File: src/rtl/array_priority_queue_defines.svh
`ifndef ARRAY_PRIORITY_QUEUE_DEFINES_SVH
`define ARRAY_PRIORITY_QUEUE_DEFINES_SVH

// same-cycle implication
`define APQ_ASSERT_NOW(lbl, ante, cons, msg) \
	lbl: assert property (@(posedge clk) disable iff (!arst_n) (ante) |-> (cons)) \
		else $error(msg);

// next-cycle implication
`define APQ_ASSERT_NEXT(lbl, ante, cons, msg) \
	lbl: assert property (@(posedge clk) disable iff (!arst_n) (ante) |=> (cons)) \
		else $error(msg);

`endif

File: src/rtl/apq_pkg.sv
package apq_pkg;

	localparam int DEPTH_DEF     = 8;
	localparam int PRIO_BITS_DEF = 16;

	localparam int FUNC_W      = 2;
	localparam int ELEM_W      = 32;
	localparam int PRIO_IN_W   = 16;
	localparam int STATUS_W    = 2;
	localparam int HELD_W      = 4;
	localparam int IN_TDATA_W  = 56;
	localparam int OUT_TDATA_W = 56;

	localparam logic [FUNC_W-1:0] FN_INSERT = 2'd0;
	localparam logic [FUNC_W-1:0] FN_PEEK   = 2'd1;
	localparam logic [FUNC_W-1:0] FN_DELETE = 2'd2;

	localparam logic [STATUS_W-1:0] STAT_DONE  = 2'd0;
	localparam logic [STATUS_W-1:0] STAT_FULL  = 2'd1;
	localparam logic [STATUS_W-1:0] STAT_EMPTY = 2'd2;

	typedef enum logic [1:0] {
		ST_IDLE,
		ST_SCAN,
		ST_DONE
	} state_t;

	typedef struct packed {
		logic ins;
		logic shift;
	} cell_ctrl_t;

endpackage

File: src/rtl/apq_cell.sv
module apq_cell #(
	parameter int IDX       = 0,
	parameter int DEPTH     = apq_pkg::DEPTH_DEF,
	parameter int PRIO_BITS = apq_pkg::PRIO_BITS_DEF,
	parameter int CNT_W     = $clog2(DEPTH + 1),
	parameter int IDX_W     = $clog2(DEPTH)
) (
	input  logic                       clk,
	input  apq_pkg::cell_ctrl_t        ctrl,
	input  logic [CNT_W-1:0]           count,
	input  logic [IDX_W-1:0]           del_idx,
	input  logic [apq_pkg::ELEM_W-1:0] ins_elem,
	input  logic [PRIO_BITS-1:0]       ins_prio,
	input  logic [apq_pkg::ELEM_W-1:0] nxt_elem,
	input  logic [PRIO_BITS-1:0]       nxt_prio,
	input  logic [apq_pkg::ELEM_W-1:0] cand_elem_in,
	input  logic [PRIO_BITS-1:0]       cand_prio_in,
	input  logic [IDX_W-1:0]           cand_idx_in,
	output logic [apq_pkg::ELEM_W-1:0] elem,
	output logic [PRIO_BITS-1:0]       prio,
	output logic [apq_pkg::ELEM_W-1:0] cand_elem_out,
	output logic [PRIO_BITS-1:0]       cand_prio_out,
	output logic [IDX_W-1:0]           cand_idx_out
);

	logic [apq_pkg::ELEM_W-1:0] elem_q;
	logic [PRIO_BITS-1:0]       prio_q;
	logic [apq_pkg::ELEM_W-1:0] cand_elem_q;
	logic [PRIO_BITS-1:0]       cand_prio_q;
	logic [IDX_W-1:0]           cand_idx_q;
	logic                       held;
	logic                       take_own;
	logic                       load_ins;
	logic                       load_nxt;

	assign held     = CNT_W'(IDX) < count;
	assign take_own = (IDX == 0) || (held && (prio_q > cand_prio_in));
	assign load_ins = ctrl.ins && (CNT_W'(IDX) == count);
	assign load_nxt = ctrl.shift && (IDX_W'(IDX) >= del_idx) && (CNT_W'(IDX + 1) < count);

	// entry slot
	always_ff @(posedge clk) begin
		if (load_ins) begin
			elem_q <= ins_elem;
			prio_q <= ins_prio;
		end else if (load_nxt) begin
			elem_q <= nxt_elem;
			prio_q <= nxt_prio;
		end
	end

	// running best, handed one cell down every cycle
	always_ff @(posedge clk) begin
		if (take_own) begin
			cand_elem_q <= elem_q;
			cand_prio_q <= prio_q;
			cand_idx_q  <= IDX_W'(IDX);
		end else begin
			cand_elem_q <= cand_elem_in;
			cand_prio_q <= cand_prio_in;
			cand_idx_q  <= cand_idx_in;
		end
	end

	assign elem          = elem_q;
	assign prio          = prio_q;
	assign cand_elem_out = cand_elem_q;
	assign cand_prio_out = cand_prio_q;
	assign cand_idx_out  = cand_idx_q;

endmodule

File: src/rtl/array_priority_queue.sv
// array_priority_queue: fixed-depth priority queue of element/priority pairs
// kept in insertion order, one entry per cell of a chain.
// s_* channel takes one command word: insert, peek highest or delete highest.
// m_* channel returns one result word per command: status, removed element,
// top priority and the number of entries held afterward.
// Insert and no-op commands, and peek or delete on an empty queue, go
// straight to the done state. Peek and delete on a non-empty queue first
// pass a scan state: the best candidate walks down the cell chain one cell
// per cycle, so the chain length sets the scan time. A delete closes the gap
// as each later cell loads from its neighbor, while the result is loaded.
// One command is in flight at a time; the next is accepted the cycle after
// its result is loaded, even if that result still waits in the output register.
// If m_tready stays low, the result holds and the block holds in its final
// state until the output register frees.
// Reset empties the queue and drops any pending result; slot contents are
// left as they are and are never read until written again.
`include "array_priority_queue_defines.svh"

module array_priority_queue #(
	parameter int DEPTH     = apq_pkg::DEPTH_DEF,
	parameter int PRIO_BITS = apq_pkg::PRIO_BITS_DEF
) (
	input  logic                            clk,
	input  logic                            arst_n,
	input  logic                            s_tvalid,
	output logic                            s_tready,
	// func[1:0], elem_value[33:2], prio_in[49:34], zero[55:50]
	input  logic [apq_pkg::IN_TDATA_W-1:0]  s_tdata,
	output logic                            m_tvalid,
	input  logic                            m_tready,
	// status[1:0], out_elem[33:2], out_prio[49:34], entries_held[53:50], zero[55:54]
	output logic [apq_pkg::OUT_TDATA_W-1:0] m_tdata
);

	localparam int CNT_W  = $clog2(DEPTH + 1);
	localparam int IDX_W  = $clog2(DEPTH);
	localparam int EW     = apq_pkg::ELEM_W;
	localparam int PIW    = apq_pkg::PRIO_IN_W;
	localparam int FW     = apq_pkg::FUNC_W;
	localparam int SW     = apq_pkg::STATUS_W;
	localparam int HW     = apq_pkg::HELD_W;
	localparam int OUT_PAD = apq_pkg::OUT_TDATA_W - SW - EW - PIW - HW;

	apq_pkg::state_t     state_q, state_nxt;
	apq_pkg::cell_ctrl_t ctrl;

	logic [CNT_W-1:0]     count_q, count_nxt;
	logic [IDX_W-1:0]     scan_cnt_q;
	logic [FW-1:0]        func_q;
	logic [EW-1:0]        elem_q;
	logic [PRIO_BITS-1:0] prio_q;
	logic                 m_tvalid_q;
	logic [SW-1:0]        status_q;
	logic [EW-1:0]        out_elem_q;
	logic [PIW-1:0]       out_prio_q;
	logic [HW-1:0]        held_q;

	logic                 commit;
	logic                 accept;
	logic [FW-1:0]        in_func;
	logic [EW-1:0]        in_elem;
	logic [PIW-1:0]       in_prio;
	logic [PRIO_BITS-1:0] in_prio_w;
	logic [SW-1:0]        res_status;
	logic [EW-1:0]        res_elem;
	logic [PRIO_BITS-1:0] res_prio;
	logic [PIW-1:0]       res_prio_o;
	logic [HW-1:0]        res_held;

	logic [EW-1:0]        ent_elem  [DEPTH+1];
	logic [PRIO_BITS-1:0] ent_prio  [DEPTH+1];
	logic [EW-1:0]        cand_elem [DEPTH+1];
	logic [PRIO_BITS-1:0] cand_prio [DEPTH+1];
	logic [IDX_W-1:0]     cand_idx  [DEPTH+1];

	assign in_func = s_tdata[FW-1:0];
	assign in_elem = s_tdata[FW+EW-1:FW];
	assign in_prio = s_tdata[FW+EW+PIW-1:FW+EW];
	assign accept  = s_tvalid && s_tready;

	generate
		if (PRIO_BITS <= PIW) begin : g_prio_narrow
			assign in_prio_w  = in_prio[PRIO_BITS-1:0];
			assign res_prio_o = PIW'(res_prio);
		end else begin : g_prio_wide
			assign in_prio_w  = {{(PRIO_BITS-PIW){1'b0}}, in_prio};
			assign res_prio_o = res_prio[PIW-1:0];
		end
		if (CNT_W >= HW) begin : g_held_slice
			assign res_held = count_nxt[HW-1:0];
		end else begin : g_held_ext
			assign res_held = {{(HW-CNT_W){1'b0}}, count_nxt};
		end
	endgenerate

	// cell chain
	assign ent_elem[DEPTH]  = '0;
	assign ent_prio[DEPTH]  = '0;
	assign cand_elem[0]     = '0;
	assign cand_prio[0]     = '0;
	assign cand_idx[0]      = '0;

	for (genvar i = 0; i < DEPTH; i++) begin : g_cell
		apq_cell #(
			.IDX       (i),
			.DEPTH     (DEPTH),
			.PRIO_BITS (PRIO_BITS),
			.CNT_W     (CNT_W),
			.IDX_W     (IDX_W)
		) u_cell (
			.clk           (clk),
			.ctrl          (ctrl),
			.count         (count_q),
			.del_idx       (cand_idx[DEPTH]),
			.ins_elem      (elem_q),
			.ins_prio      (prio_q),
			.nxt_elem      (ent_elem[i+1]),
			.nxt_prio      (ent_prio[i+1]),
			.cand_elem_in  (cand_elem[i]),
			.cand_prio_in  (cand_prio[i]),
			.cand_idx_in   (cand_idx[i]),
			.elem          (ent_elem[i]),
			.prio          (ent_prio[i]),
			.cand_elem_out (cand_elem[i+1]),
			.cand_prio_out (cand_prio[i+1]),
			.cand_idx_out  (cand_idx[i+1])
		);
	end

	// next state
	always_comb begin
		state_nxt = state_q;
		unique case (state_q)
			apq_pkg::ST_IDLE: begin
				if (accept) begin
					if (((in_func == apq_pkg::FN_PEEK) || (in_func == apq_pkg::FN_DELETE))
							&& (count_q != '0)) begin
						state_nxt = apq_pkg::ST_SCAN;
					end else begin
						state_nxt = apq_pkg::ST_DONE;
					end
				end
			end
			apq_pkg::ST_SCAN: begin
				if (scan_cnt_q == IDX_W'(DEPTH - 1)) begin
					state_nxt = apq_pkg::ST_DONE;
				end
			end
			apq_pkg::ST_DONE: begin
				if (commit) begin
					state_nxt = apq_pkg::ST_IDLE;
				end
			end
			default: state_nxt = apq_pkg::ST_IDLE;
		endcase
	end

	// outputs and result
	always_comb begin
		s_tready   = (state_q == apq_pkg::ST_IDLE);
		commit     = (state_q == apq_pkg::ST_DONE) && (!m_tvalid_q || m_tready);
		res_status = apq_pkg::STAT_DONE;
		res_elem   = '0;
		res_prio   = '0;
		count_nxt  = count_q;
		ctrl.ins   = 1'b0;
		ctrl.shift = 1'b0;
		unique case (func_q) inside
			apq_pkg::FN_INSERT: begin
				if (count_q == CNT_W'(DEPTH)) begin
					res_status = apq_pkg::STAT_FULL;
				end else begin
					ctrl.ins  = commit;
					count_nxt = count_q + CNT_W'(1);
				end
			end
			apq_pkg::FN_PEEK, apq_pkg::FN_DELETE: begin
				if (count_q == '0) begin
					res_status = apq_pkg::STAT_EMPTY;
				end else begin
					res_prio = cand_prio[DEPTH];
					if (func_q == apq_pkg::FN_DELETE) begin
						res_elem   = cand_elem[DEPTH];
						ctrl.shift = commit;
						count_nxt  = count_q - CNT_W'(1);
					end
				end
			end
			default: begin
			end
		endcase
	end

	always_ff @(posedge clk or negedge arst_n) begin
		if (!arst_n) begin
			state_q    <= apq_pkg::ST_IDLE;
			count_q    <= '0;
			scan_cnt_q <= '0;
			m_tvalid_q <= 1'b0;
		end else begin
			state_q <= state_nxt;
			if (commit) begin
				count_q <= count_nxt;
			end
			if (state_q == apq_pkg::ST_SCAN) begin
				scan_cnt_q <= scan_cnt_q + IDX_W'(1);
			end else begin
				scan_cnt_q <= '0;
			end
			if (commit) begin
				m_tvalid_q <= 1'b1;
			end else if (m_tready) begin
				m_tvalid_q <= 1'b0;
			end
		end
	end

	// command and result words
	always_ff @(posedge clk) begin
		if (accept) begin
			func_q <= in_func;
			elem_q <= in_elem;
			prio_q <= in_prio_w;
		end
		if (commit) begin
			status_q   <= res_status;
			out_elem_q <= res_elem;
			out_prio_q <= res_prio_o;
			held_q     <= res_held;
		end
	end

	assign m_tvalid = m_tvalid_q;
	assign m_tdata  = {{OUT_PAD{1'b0}}, held_q, out_prio_q, out_elem_q, status_q};

	`APQ_ASSERT_NOW(a_count_bound, 1'b1, count_q <= CNT_W'(DEPTH), "count beyond depth")
	`APQ_ASSERT_NEXT(a_commit_valid, commit, m_tvalid_q, "result not presented after commit")
	`APQ_ASSERT_NEXT(a_scan_entry,
		accept && (in_func == apq_pkg::FN_DELETE) && (count_q != '0),
		(state_q == apq_pkg::ST_SCAN) && (scan_cnt_q == '0),
		"delete on non-empty queue skipped scan")
	`APQ_ASSERT_NEXT(a_delete_count,
		commit && (func_q == apq_pkg::FN_DELETE) && (count_q != '0),
		count_q == $past(count_q) - CNT_W'(1),
		"delete did not shrink count")

endmodule

File: config.mk
export PLATFORM = sky130hd
export DESIGN_NAME = array_priority_queue
export DESIGN_NICKNAME = d
export VERILOG_FILES = /design/src/rtl/apq_pkg.sv /design/src/rtl/apq_cell.sv /design/src/rtl/array_priority_queue.sv
export VERILOG_INCLUDE_DIRS = /design/src /design/src/rtl
export SDC_FILE = /design/constraint.sdc
export NUM_CORES = 1
export LEC_CHECK = 0
export ABC_AREA = 1
export BUFFER_PORTS_ARGS = -buffer_cell sky130_fd_sc_hd__buf_2
export CORE_UTILIZATION = 48
export CTS_CLUSTER_SIZE = 12
export DETAILED_ROUTE_END_ITERATION = 8
export RECOVER_POWER = 100
export SYNTH_ARGS = -nofsm -noshare
export SYNTH_HDL_FRONTEND = slang
export SYNTH_HIERARCHICAL = 1
export SYNTH_SLANG_ARGS = --single-unit
File: constraint.sdc
create_clock -name clk -period 12.4 [get_ports clk]
set_clock_uncertainty 0.2 [all_clocks]
set_input_delay 1.24 -clock clk [delete_from_list [all_inputs] [get_ports clk]]
set_output_delay 1.24 -clock clk [all_outputs]
set_load 0.02 [all_outputs]
==> results of run 1 <==
per-stage QoR:
step                      power (W)  instance area (sq um)  util, %  hold slack, ns
after detailed placement    0.00695                  39000     50.4           0.127
after global routing         0.0103                  41800     54.0           0.143
after floorplan             0.00606                  37800        -           0.123
final                       0.00978                  41800     54.0           0.134
after CTS                   0.00984                  42200     54.5           0.135
after global placement      0.00690                  39000     50.4           0.124
sequential cells by signal, summed over array words and instances (netlist names):
| register | count |
|---|---|
| g_cell.u_cell/cand_elem_out | 256 |
| g_cell.u_cell/elem | 256 |
| g_cell.u_cell/cand_prio_out | 128 |
| g_cell.u_cell/prio | 128 |
| elem_q | 32 |
| out_elem_q | 32 |
| g_cell.u_cell/cand_idx_out | 21 |
| out_prio_q | 16 |
| prio_q | 16 |
| count_q | 4 |
| held_q | 4 |
| scan_cnt_q | 3 |
| func_q | 2 |
| state_q | 2 |
| status_q | 2 |
| m_tvalid | 1 |
Yosys cell counts (3+ instances only):
cell      count
buf_4        23
mux2_1       10
a21o_1        7
a21boi_0      9
buf_1        11
buf_2        93
ha_1        119
dfrtp_1      10
nand2_1    1230
nand2_2      25
inv_1       243
clkbuf_1     25
edfxtp_1    488
nand2_4       4
buf_6        25
a21oi_1      43
nand3_2      20
nor2_2        7
o21ai_0      12
nand4_1      56
nor2_4        6
mux2_4       18
mux2_2      212
nand3_1     345
dfxtp_1     405
o31ai_1       3
buf_8         3
nor2_1      110
where the power goes:
part           switching, W  internal (W)
Clock               0.00120       0.00168
Sequential         0.000325       0.00394
Combinational       0.00190      0.000726
Total               0.00343       0.00635
how the worst max path moves through the flow:
stage	to	slack [ns]	cells after the start
2_1_floorplan	g_cell[3].u_cell/elem[0]	3.02	6
3_3_place_gp	g_cell[4].u_cell/elem[19]	6.49	11
3_5_place_dp	g_cell[4].u_cell/elem[19]	6.40	11
4_1_cts	g_cell[4].u_cell/elem[17]	7.12	11
5_1_grt	g_cell[1].u_cell/elem[19]	3.59	10
6_report	g_cell[4].u_cell/elem[15]	4.03	11
logic make-up after synthesis:
family,Yosys count
and+or+nand+nor,1812
DFF,903
buffers and inverters,428
muxes,240
adders and majority gates,119
AOI/OAI and AO/OA,84
other,2
xor gates and xnor gates,2
layout by cell type (no fill, tap or decap), types with 4 or more instances in the layout:
| cell type | count |
|---|---|
| nand2_1 | 1243 |
| a21o_1 | 7 |
| dfrtp_1 | 10 |
| nand4_1 | 57 |
| clkinv_1 | 13 |
| inv_1 | 243 |
| conb_1 | 53 |
| clkbuf_8 | 18 |
| a21oi_1 | 45 |
| nand2_2 | 14 |
| edfxtp_1 | 488 |
| o21ai_0 | 8 |
| nor2_1 | 109 |
| mux2_2 | 212 |
| clkinv_2 | 15 |
| o21ai_4 | 4 |
| buf_4 | 24 |
| mux2_1 | 28 |
| clkbuf_16 | 102 |
| ha_1 | 119 |
| clkbuf_1 | 114 |
| a21boi_0 | 9 |
| dfxtp_1 | 405 |
| nor2_4 | 11 |
| buf_2 | 46 |
| nand3_1 | 344 |
| nand3_2 | 20 |
layout make-up:
type | count | area, sq um
Sequential cell | 903 | 23000
Multi-Input combinational cell | 2310 | 12600
Clock inverter | 33 | 275
Clock buffer | 151 | 2920
Tap cell | 1040 | 1300
Fill cell | 6874 | 35700
Inverter | 246 | 923
Timing Repair Buffer | 153 | 722
layer usage:
metal  vias to the layer above  GRT usage (%)
met2                      1001           40.3
li1                      12139              -
met5                         -              0
met4                         0           7.55
met3                       173           4.69
met1                     11940           35.8
critical path, cell delays in order:
cell      delay, ns
buf_2          0.08
nor2_1         0.07
nor2_4         0.09
clkbuf_1       2.45
inv_1          0.51
nor2_1         0.35
buf_4          0.50
nand3_1        1.59
buf_4          0.85
o31ai_1        0.17
buf_4          0.49
==> out/results.tsv, run 1 <==
stage	metric	value	unit
hold_path	hold_end	g_cell[0].u_cell/cand_elem_out[30]	
floorplan	die_h	282	um
yosys	synth.mux.area_fraction	7.37	%
clocking	clk_latency	0.66	ns
worst_setup_path	arrival	8.46	ns
yosys	synthTopCellsByArea	edfxtp_1, dfxtp_1, nand2_1	
yosys	synth_area_leader_cell	edfxtp_1	
layout	n_antenna_cell	0	
clocking	cts_resized	0	
hold_path	min_path_cells	0	
drt	viasPerCell	5.22	
worst_setup_path	critPathKind	primary input to flop	
yosys	async_reset_ff_share	1.11	%
place	io_buffers	109	
floorplan	pin_count	118	
layout	finalNonFillerCells	4836	
job	cap_violations	30	
global_routing	grt_antenna_before_repair	0	
layout	drive_above_1_share	12.8	%
yosys	synth_compound_area_share	1.34	%
yosys	synth_top_family_by_area	simple AND/OR/NAND/NOR gates	
worst_setup_path	critPathMaxFanout	59	
clocking	postCtsSetupBuffers	0	
worst_setup_path	worstReg2RegEnd	g_cell[4].u_cell/elem[15]	
floorplan	die_w	282	um
clocking	root_buffer	clkbuf_16	
drt	met2_length	44.9	mm
yosys	ys_warn_count	6	
yosys	seq_area_frac_synth	61.2	%
yosys	synth_simple_gate_area_share	20.5	%
yosys	synthDistinctLibCells	48	
outcome	violations	max-capacitance violations, max-slew violations	
timing	rsz0062_at_grt	false	
global_routing	gr-total-overflow	0	
pwr	leakage	18.2	nW
layout	fin_nets	3891	
place	gp_congestion	0.825	
place	dp_cells	4652	
timing	relSlewSlack	-184	%
drt	drc	0	
clocking	ctsHtreeMaxLevel	3	
hold_path	hold_path.class	flop to flop	
drt	routed.top_layer	met4	
timing	worst_pin_slew	4.27	ns
outcome	status	finished, violations left	
yosys	yosysTopAreaCellShare	39.0	%
timing	setup_viol	0	
clocking	ctsHoldBuffers	0	
hold_path	hp-start	g_cell[0].u_cell/elem[30]	
timing	tns	0	ns
drt	drtAntennaViolNets	0	
layout	area_growth	11.3	%
clocking	cts_sinks	903	
yosys	synth_area_per_cell	10.5	sq um
timing	fmax	120	MHz
drt	wirelength	100	mm
drt	met3_length	8.48	mm
drt	dr.pass1.iters	5	
drt	wl_per_cell	20.7	um
worst_setup_path	r2r_slack	4.18	ns
yosys	synth_area	0.0376	sq mm
worst_setup_path	startpoint_type	primary input	
yosys	synth_fa_ha_area_share	3.96	%
floorplan	start_util	48.5	%
timing	slew_viol_final	1223	
global_routing	groute.usage.overall	25.5	%
timing	period_needed	8.37	ns
yosys	ys_ff_latch	903	
worst_setup_path	crit_start	m_tready	
clocking	cts-buffers-inserted	98	
clocking	cts_tree	done	
timing	finalHoldViolations	0	
place	dp_hpwl	55.7	mm
worst_setup_path	reg2reg_depth	11	
timing	period_share	67.5	%
yosys	synth_xor_area_share	0.0466	%
drt	first_iter_violations	2078	
worst_setup_path	end_kind	flop	
drt	via_count	25253	
pwr	p_per_area	234	mW/mm^2
floorplan	num_rows	102	
global_routing	grt_first_pass_wirelength	151	mm
clocking	clockBufferDepth	3	
floorplan	core_area	0.0775	sq mm
global_routing	grt_max_degree	60	
global_routing	grt_pass1_vias	24094	
worst_setup_path	r2r-start	state_q[0]	
drt	met1Wirelength	44.3	mm
worst_setup_path	worstPathRequired	12.50	ns
floorplan	die_area	0.0794	sq mm
pwr	ir_worst_vdd	207	uV
place	pre_cts_ws	6.40	ns
yosys	synth_ff_type	edfxtp_1	
timing	layout_setup_ws	4.03	ns
clocking	clkTransAtPathRegs	0.06	ns
yosys	synth_edf_count	488	
yosys	syn_inst	3590	
(Power assumes the default switching activity.)
==> inputs of run 2 (changes only) <==
--- a/config.mk
+++ b/config.mk
@@ -6,11 +6,12 @@
 export SDC_FILE = /design/constraint.sdc
 export NUM_CORES = 1
 export LEC_CHECK = 0
-export ABC_AREA = 1
+export ABC_AREA = 0
 export BUFFER_PORTS_ARGS = -buffer_cell sky130_fd_sc_hd__buf_2
 export CORE_UTILIZATION = 48
 export CTS_CLUSTER_SIZE = 12
 export DETAILED_ROUTE_END_ITERATION = 8
+export PLACE_DENSITY = 0.67
 export RECOVER_POWER = 100
 export SYNTH_ARGS = -nofsm -noshare
 export SYNTH_HDL_FRONTEND = slang
==> constraint.sdc (replaced) <==
create_clock -name clk -period 7.4 [get_ports clk]
set_clock_uncertainty 0.2 [all_clocks]
set_input_delay 0.74 -clock clk [delete_from_list [all_inputs] [get_ports clk]]
set_output_delay 0.74 -clock clk [all_outputs]
set_load 0.02 [all_outputs]
==> out/results.tsv, run 2 <==
stage	metric	value	unit	change
yosys	synth_area	0.0398	sq mm	+5.9%
clocking	cts_sinks	903		unchanged
layout	fin_nets	3225		-17%
layout	area_growth	8.92	%	
clocking	root_buffer	clkbuf_16		
place	dp_hpwl	57.0	mm	+2.2%
drt	dr.pass1.iters	6		+1
worst_setup_path	cp.depth	7		-4
drt	viasPerCell	5.86		+12%
floorplan	die_w	290	um	+2.9%
yosys	async_reset_ff_share	1.11	%	unchanged
floorplan	start_util	48.4	%	-0.052 points
clocking	postCtsSetupBuffers	0		unchanged
worst_setup_path	worst_path_largest_cell_delay	1.75	ns	-0.70 ns
pwr	p_clk_share	32.6	%	+3.1 points
yosys	ys_top_cells_by_count	edfxtp_1, dfxtp_1, mux2_2, nand2_1, inv_1		
pwr	comb_power_share	21.8	%	-5.1 points
pwr	ir_worst_vdd	213	uV	+2.5%
global_routing	gr-total-overflow	0		unchanged
clocking	cts-buffers-inserted	95		-3.1%
clocking	clockBufferDepth	3		unchanged
place	io_buffers	109		unchanged
global_routing	groute.usage.overall	22.7	%	-2.8 points
yosys	synthTopCellsByArea	edfxtp_1, dfxtp_1, mux2_2		
worst_setup_path	cpLargestDelayFamily	simple AND/OR/NAND/NOR gates		
floorplan	pin_count	118		unchanged
outcome	violations	max-capacitance violations, max-slew violations		
clocking	ctsHtreeMaxLevel	3		unchanged
timing	relSlewSlack	-190	%	-6.0 points
floorplan	core_area	0.0821	sq mm	+6.0%
drt	wl_per_cell	23.1	um	+12%
floorplan	die_area	0.0840	sq mm	+5.8%
place	pre_cts_ws	2.15	ns	-4.25 ns
worst_setup_path	critPathMaxFanout	51		-14%
yosys	yosysMostFrequentCell	edfxtp_1		
yosys	yosysTopAreaCellShare	36.8	%	-2.2 points
clocking	clk_latency	0.66	ns	about the same
hold_path	hold_path.class	primary input to flop		
layout	n_antenna_cell	0		unchanged
worst_setup_path	arrival	6.58	ns	-1.88 ns
layout	mostFrequentLayoutCell	edfxtp_1		
timing	fmax	160	MHz	
worst_setup_path	crit_buf_inv	1		-5
timing	tns	0	ns	unchanged
worst_setup_path	end_kind	flop		
timing	layout_setup_ws	1.15	ns	-2.88 ns
drt	drtAntennaViolNets	0		unchanged
worst_setup_path	worstPathRequired	7.72	ns	-4.78 ns
layout	drive_above_1_share	21.6	%	+8.9 points
pwr	leakage	16.3	nW	-11%
yosys	synth_area_per_cell	13.5	sq um	+29%
floorplan	die_h	290	um	+2.9%
layout	filler_cell_count	6884		+0.15%
layout	final_cell_mix	edfxtp_1, dfxtp_1, mux2_2		
worst_setup_path	reg2reg_depth	7		-4
worst_setup_path	slowest_stage	nand2_1		
layout	post-route-cell-area	0.0433	sq mm	+3.7%
pwr	internal_power	0.0100	W	+58%
hold_path	min_path_cells	1		+1
yosys	seq_area_frac_synth	57.8	%	-3.4 points
place	gp_congestion	0.829		+0.41%
place	dpl-instance-area	0.0413	sq mm	+5.8%
clocking	cts_tree	done		
timing	rsz0062_at_grt	false		
drt	first_iter_violations	2186		+5.2%
global_routing	grt_max_degree	100		+67%
pwr	p_per_area	332	mW/mm^2	+42%
global_routing	grt_first_pass_wirelength	149	mm	-1.1%
yosys	synth_ff_type	edfxtp_1		
outcome	status	finished, violations left		
clocking	cts_resized	0		unchanged
pwr	p_switching	0.00433	W	+26%
timing	period_needed	6.25	ns	
drt	wirelength	97.1	mm	-3.2%
job	cap_violations	20		-33%
yosys	synth_edf_count	488		unchanged
clocking	clkTransAtPathRegs	0.06	ns	about the same
yosys	synthDistinctLibCells	77		+60%
timing	slew_viol_final	834		-32%
timing	period_share	84.5	%	
timing	worst_pin_slew	4.36	ns	+0.0900 ns
yosys	syn_inst	2938		-18%
worst_setup_path	critPathKind	flop to flop		
yosys	synth_area_leader_cell	edfxtp_1		
floorplan	num_rows	105		+2.9%
drt	drc	0		unchanged
worst_setup_path	crit_path_cell_trace	ha_1, nand4_1, nor3_1, nand2_1, and4b_2, buf_4, o311ai_1		
worst_setup_path	startpoint_type	flop		
pwr	seq_power_share	45.7	%	+2.1 points
timing	finalHoldViolations	0		unchanged
global_routing	grt_antenna_before_repair	2		+2
pwr	netSwitchingFraction	30.1	%	-5.0 points
global_routing	grt_pass1_vias	25319		+5.1%
drt	via_count	24584		-2.6%
yosys	ys_warn_count	6		unchanged
pwr	design_power_total	0.0144	W	+47%
timing	setup_viol	0		unchanged
yosys	ys_ff_latch	903		unchanged
## run 2: cell types whose count changed after synthesis, moves of 52 or more
cell      delta
nand2_1   -1014
nand3_1    -339
mux2_2     +177
mux2_4     +135
nor2_1      -83
a32oi_1     +79
nor2b_1     +79
inv_1       -70
o211ai_2    +65
clkbuf_1    +62
buf_2       -52
## run 2: through the flow
step	cells	hold slack, ns	util [%]
after floorplan	2989	0.123	-
after global placement	4018	0.124	50.3
after detailed placement	4018	0.127	50.3
after CTS	4198	0.0239	54.1
after global routing	4198	0.0282	52.8
final	4198	0.0606	52.8
## run 2: layer usage
metal,global-route usage (%),routed length [um],vias up
li1,-,-,11098
met1,31.0,42400,12270
met2,36.8,44900,1011
met3,3.97,7350,205
met4,7.28,2410,0
met5,0,0,-
## run 2: worst paths after layout
path                                           start                                 end  slack [ns]
max in group asynchronous                     arst_n                       scan_cnt_q[2]        6.19
min in group asynchronous                     arst_n                          count_q[2]        0.41
max reg2reg                g_cell[6].u_cell/prio[15]   g_cell[6].u_cell/cand_prio_out[0]        1.15
min                                      s_tdata[13]                          elem_q[11]        0.06
min reg2reg                g_cell[0].u_cell/elem[15]  g_cell[0].u_cell/cand_elem_out[15]        0.13
max                        g_cell[6].u_cell/prio[15]   g_cell[6].u_cell/cand_prio_out[0]        1.15
## run 2: area by class of cell
cell class	instances	area [sq um]	area share [%]
clock buffer	155	2850	6.57
clock inverter	24	229	0.528
inverter	173	649	1.50
multi-input combinational	1719	14500	33.5
sequential	903	23000	53.1
tap	1070	1340	3.09
timing repair buffer	154	754	1.74
## run 2: worst reg2reg max path, stage by stage (launching register included)
cell	delay [ns]
edfxtp_1	0.45
ha_1	0.36
nand4_1	0.26
nor3_1	1.43
nand2_1	1.75
and4b_2	0.84
buf_4	0.37
o311ai_1	0.47
## run 2: power by group through the flow
stage          Clock, W  Combinational, W  Sequential [W]
2_1_floorplan         0           0.00260         0.00653
3_3_place_gp          0           0.00331         0.00662
3_5_place_dp          0           0.00343         0.00664
4_1_cts         0.00477           0.00346         0.00655
5_1_grt         0.00496           0.00340         0.00665
6_report        0.00468           0.00313         0.00656
## run 2: logic make-up (layout without fill, tap and decap cells)
kind of cell / count (synthesis) / after routing / share of synthesized area [%]
multiplexers: 579 / 579 / 17.8
other: 2 / 53 / 0.0189
AO/OA/AOI/OAI: 377 / 377 / 7.84
adder cells (fa/ha/maj): 119 / 119 / 3.74
XOR/XNOR: 2 / 2 / 0.0440
flip-flops: 903 / 903 / 57.8
AND/OR/NAND/NOR: 589 / 589 / 8.33
buffers and inverters: 367 / 506 / 4.35
## run 2: repair_timing
| action | 4_1_cts | 5_1_grt |
|---|---|---|
| hold buffers | 1 | 0 |
| hold endpoints to repair | 10 | 0 |
| setup endpoints to repair | 0 | 0 |
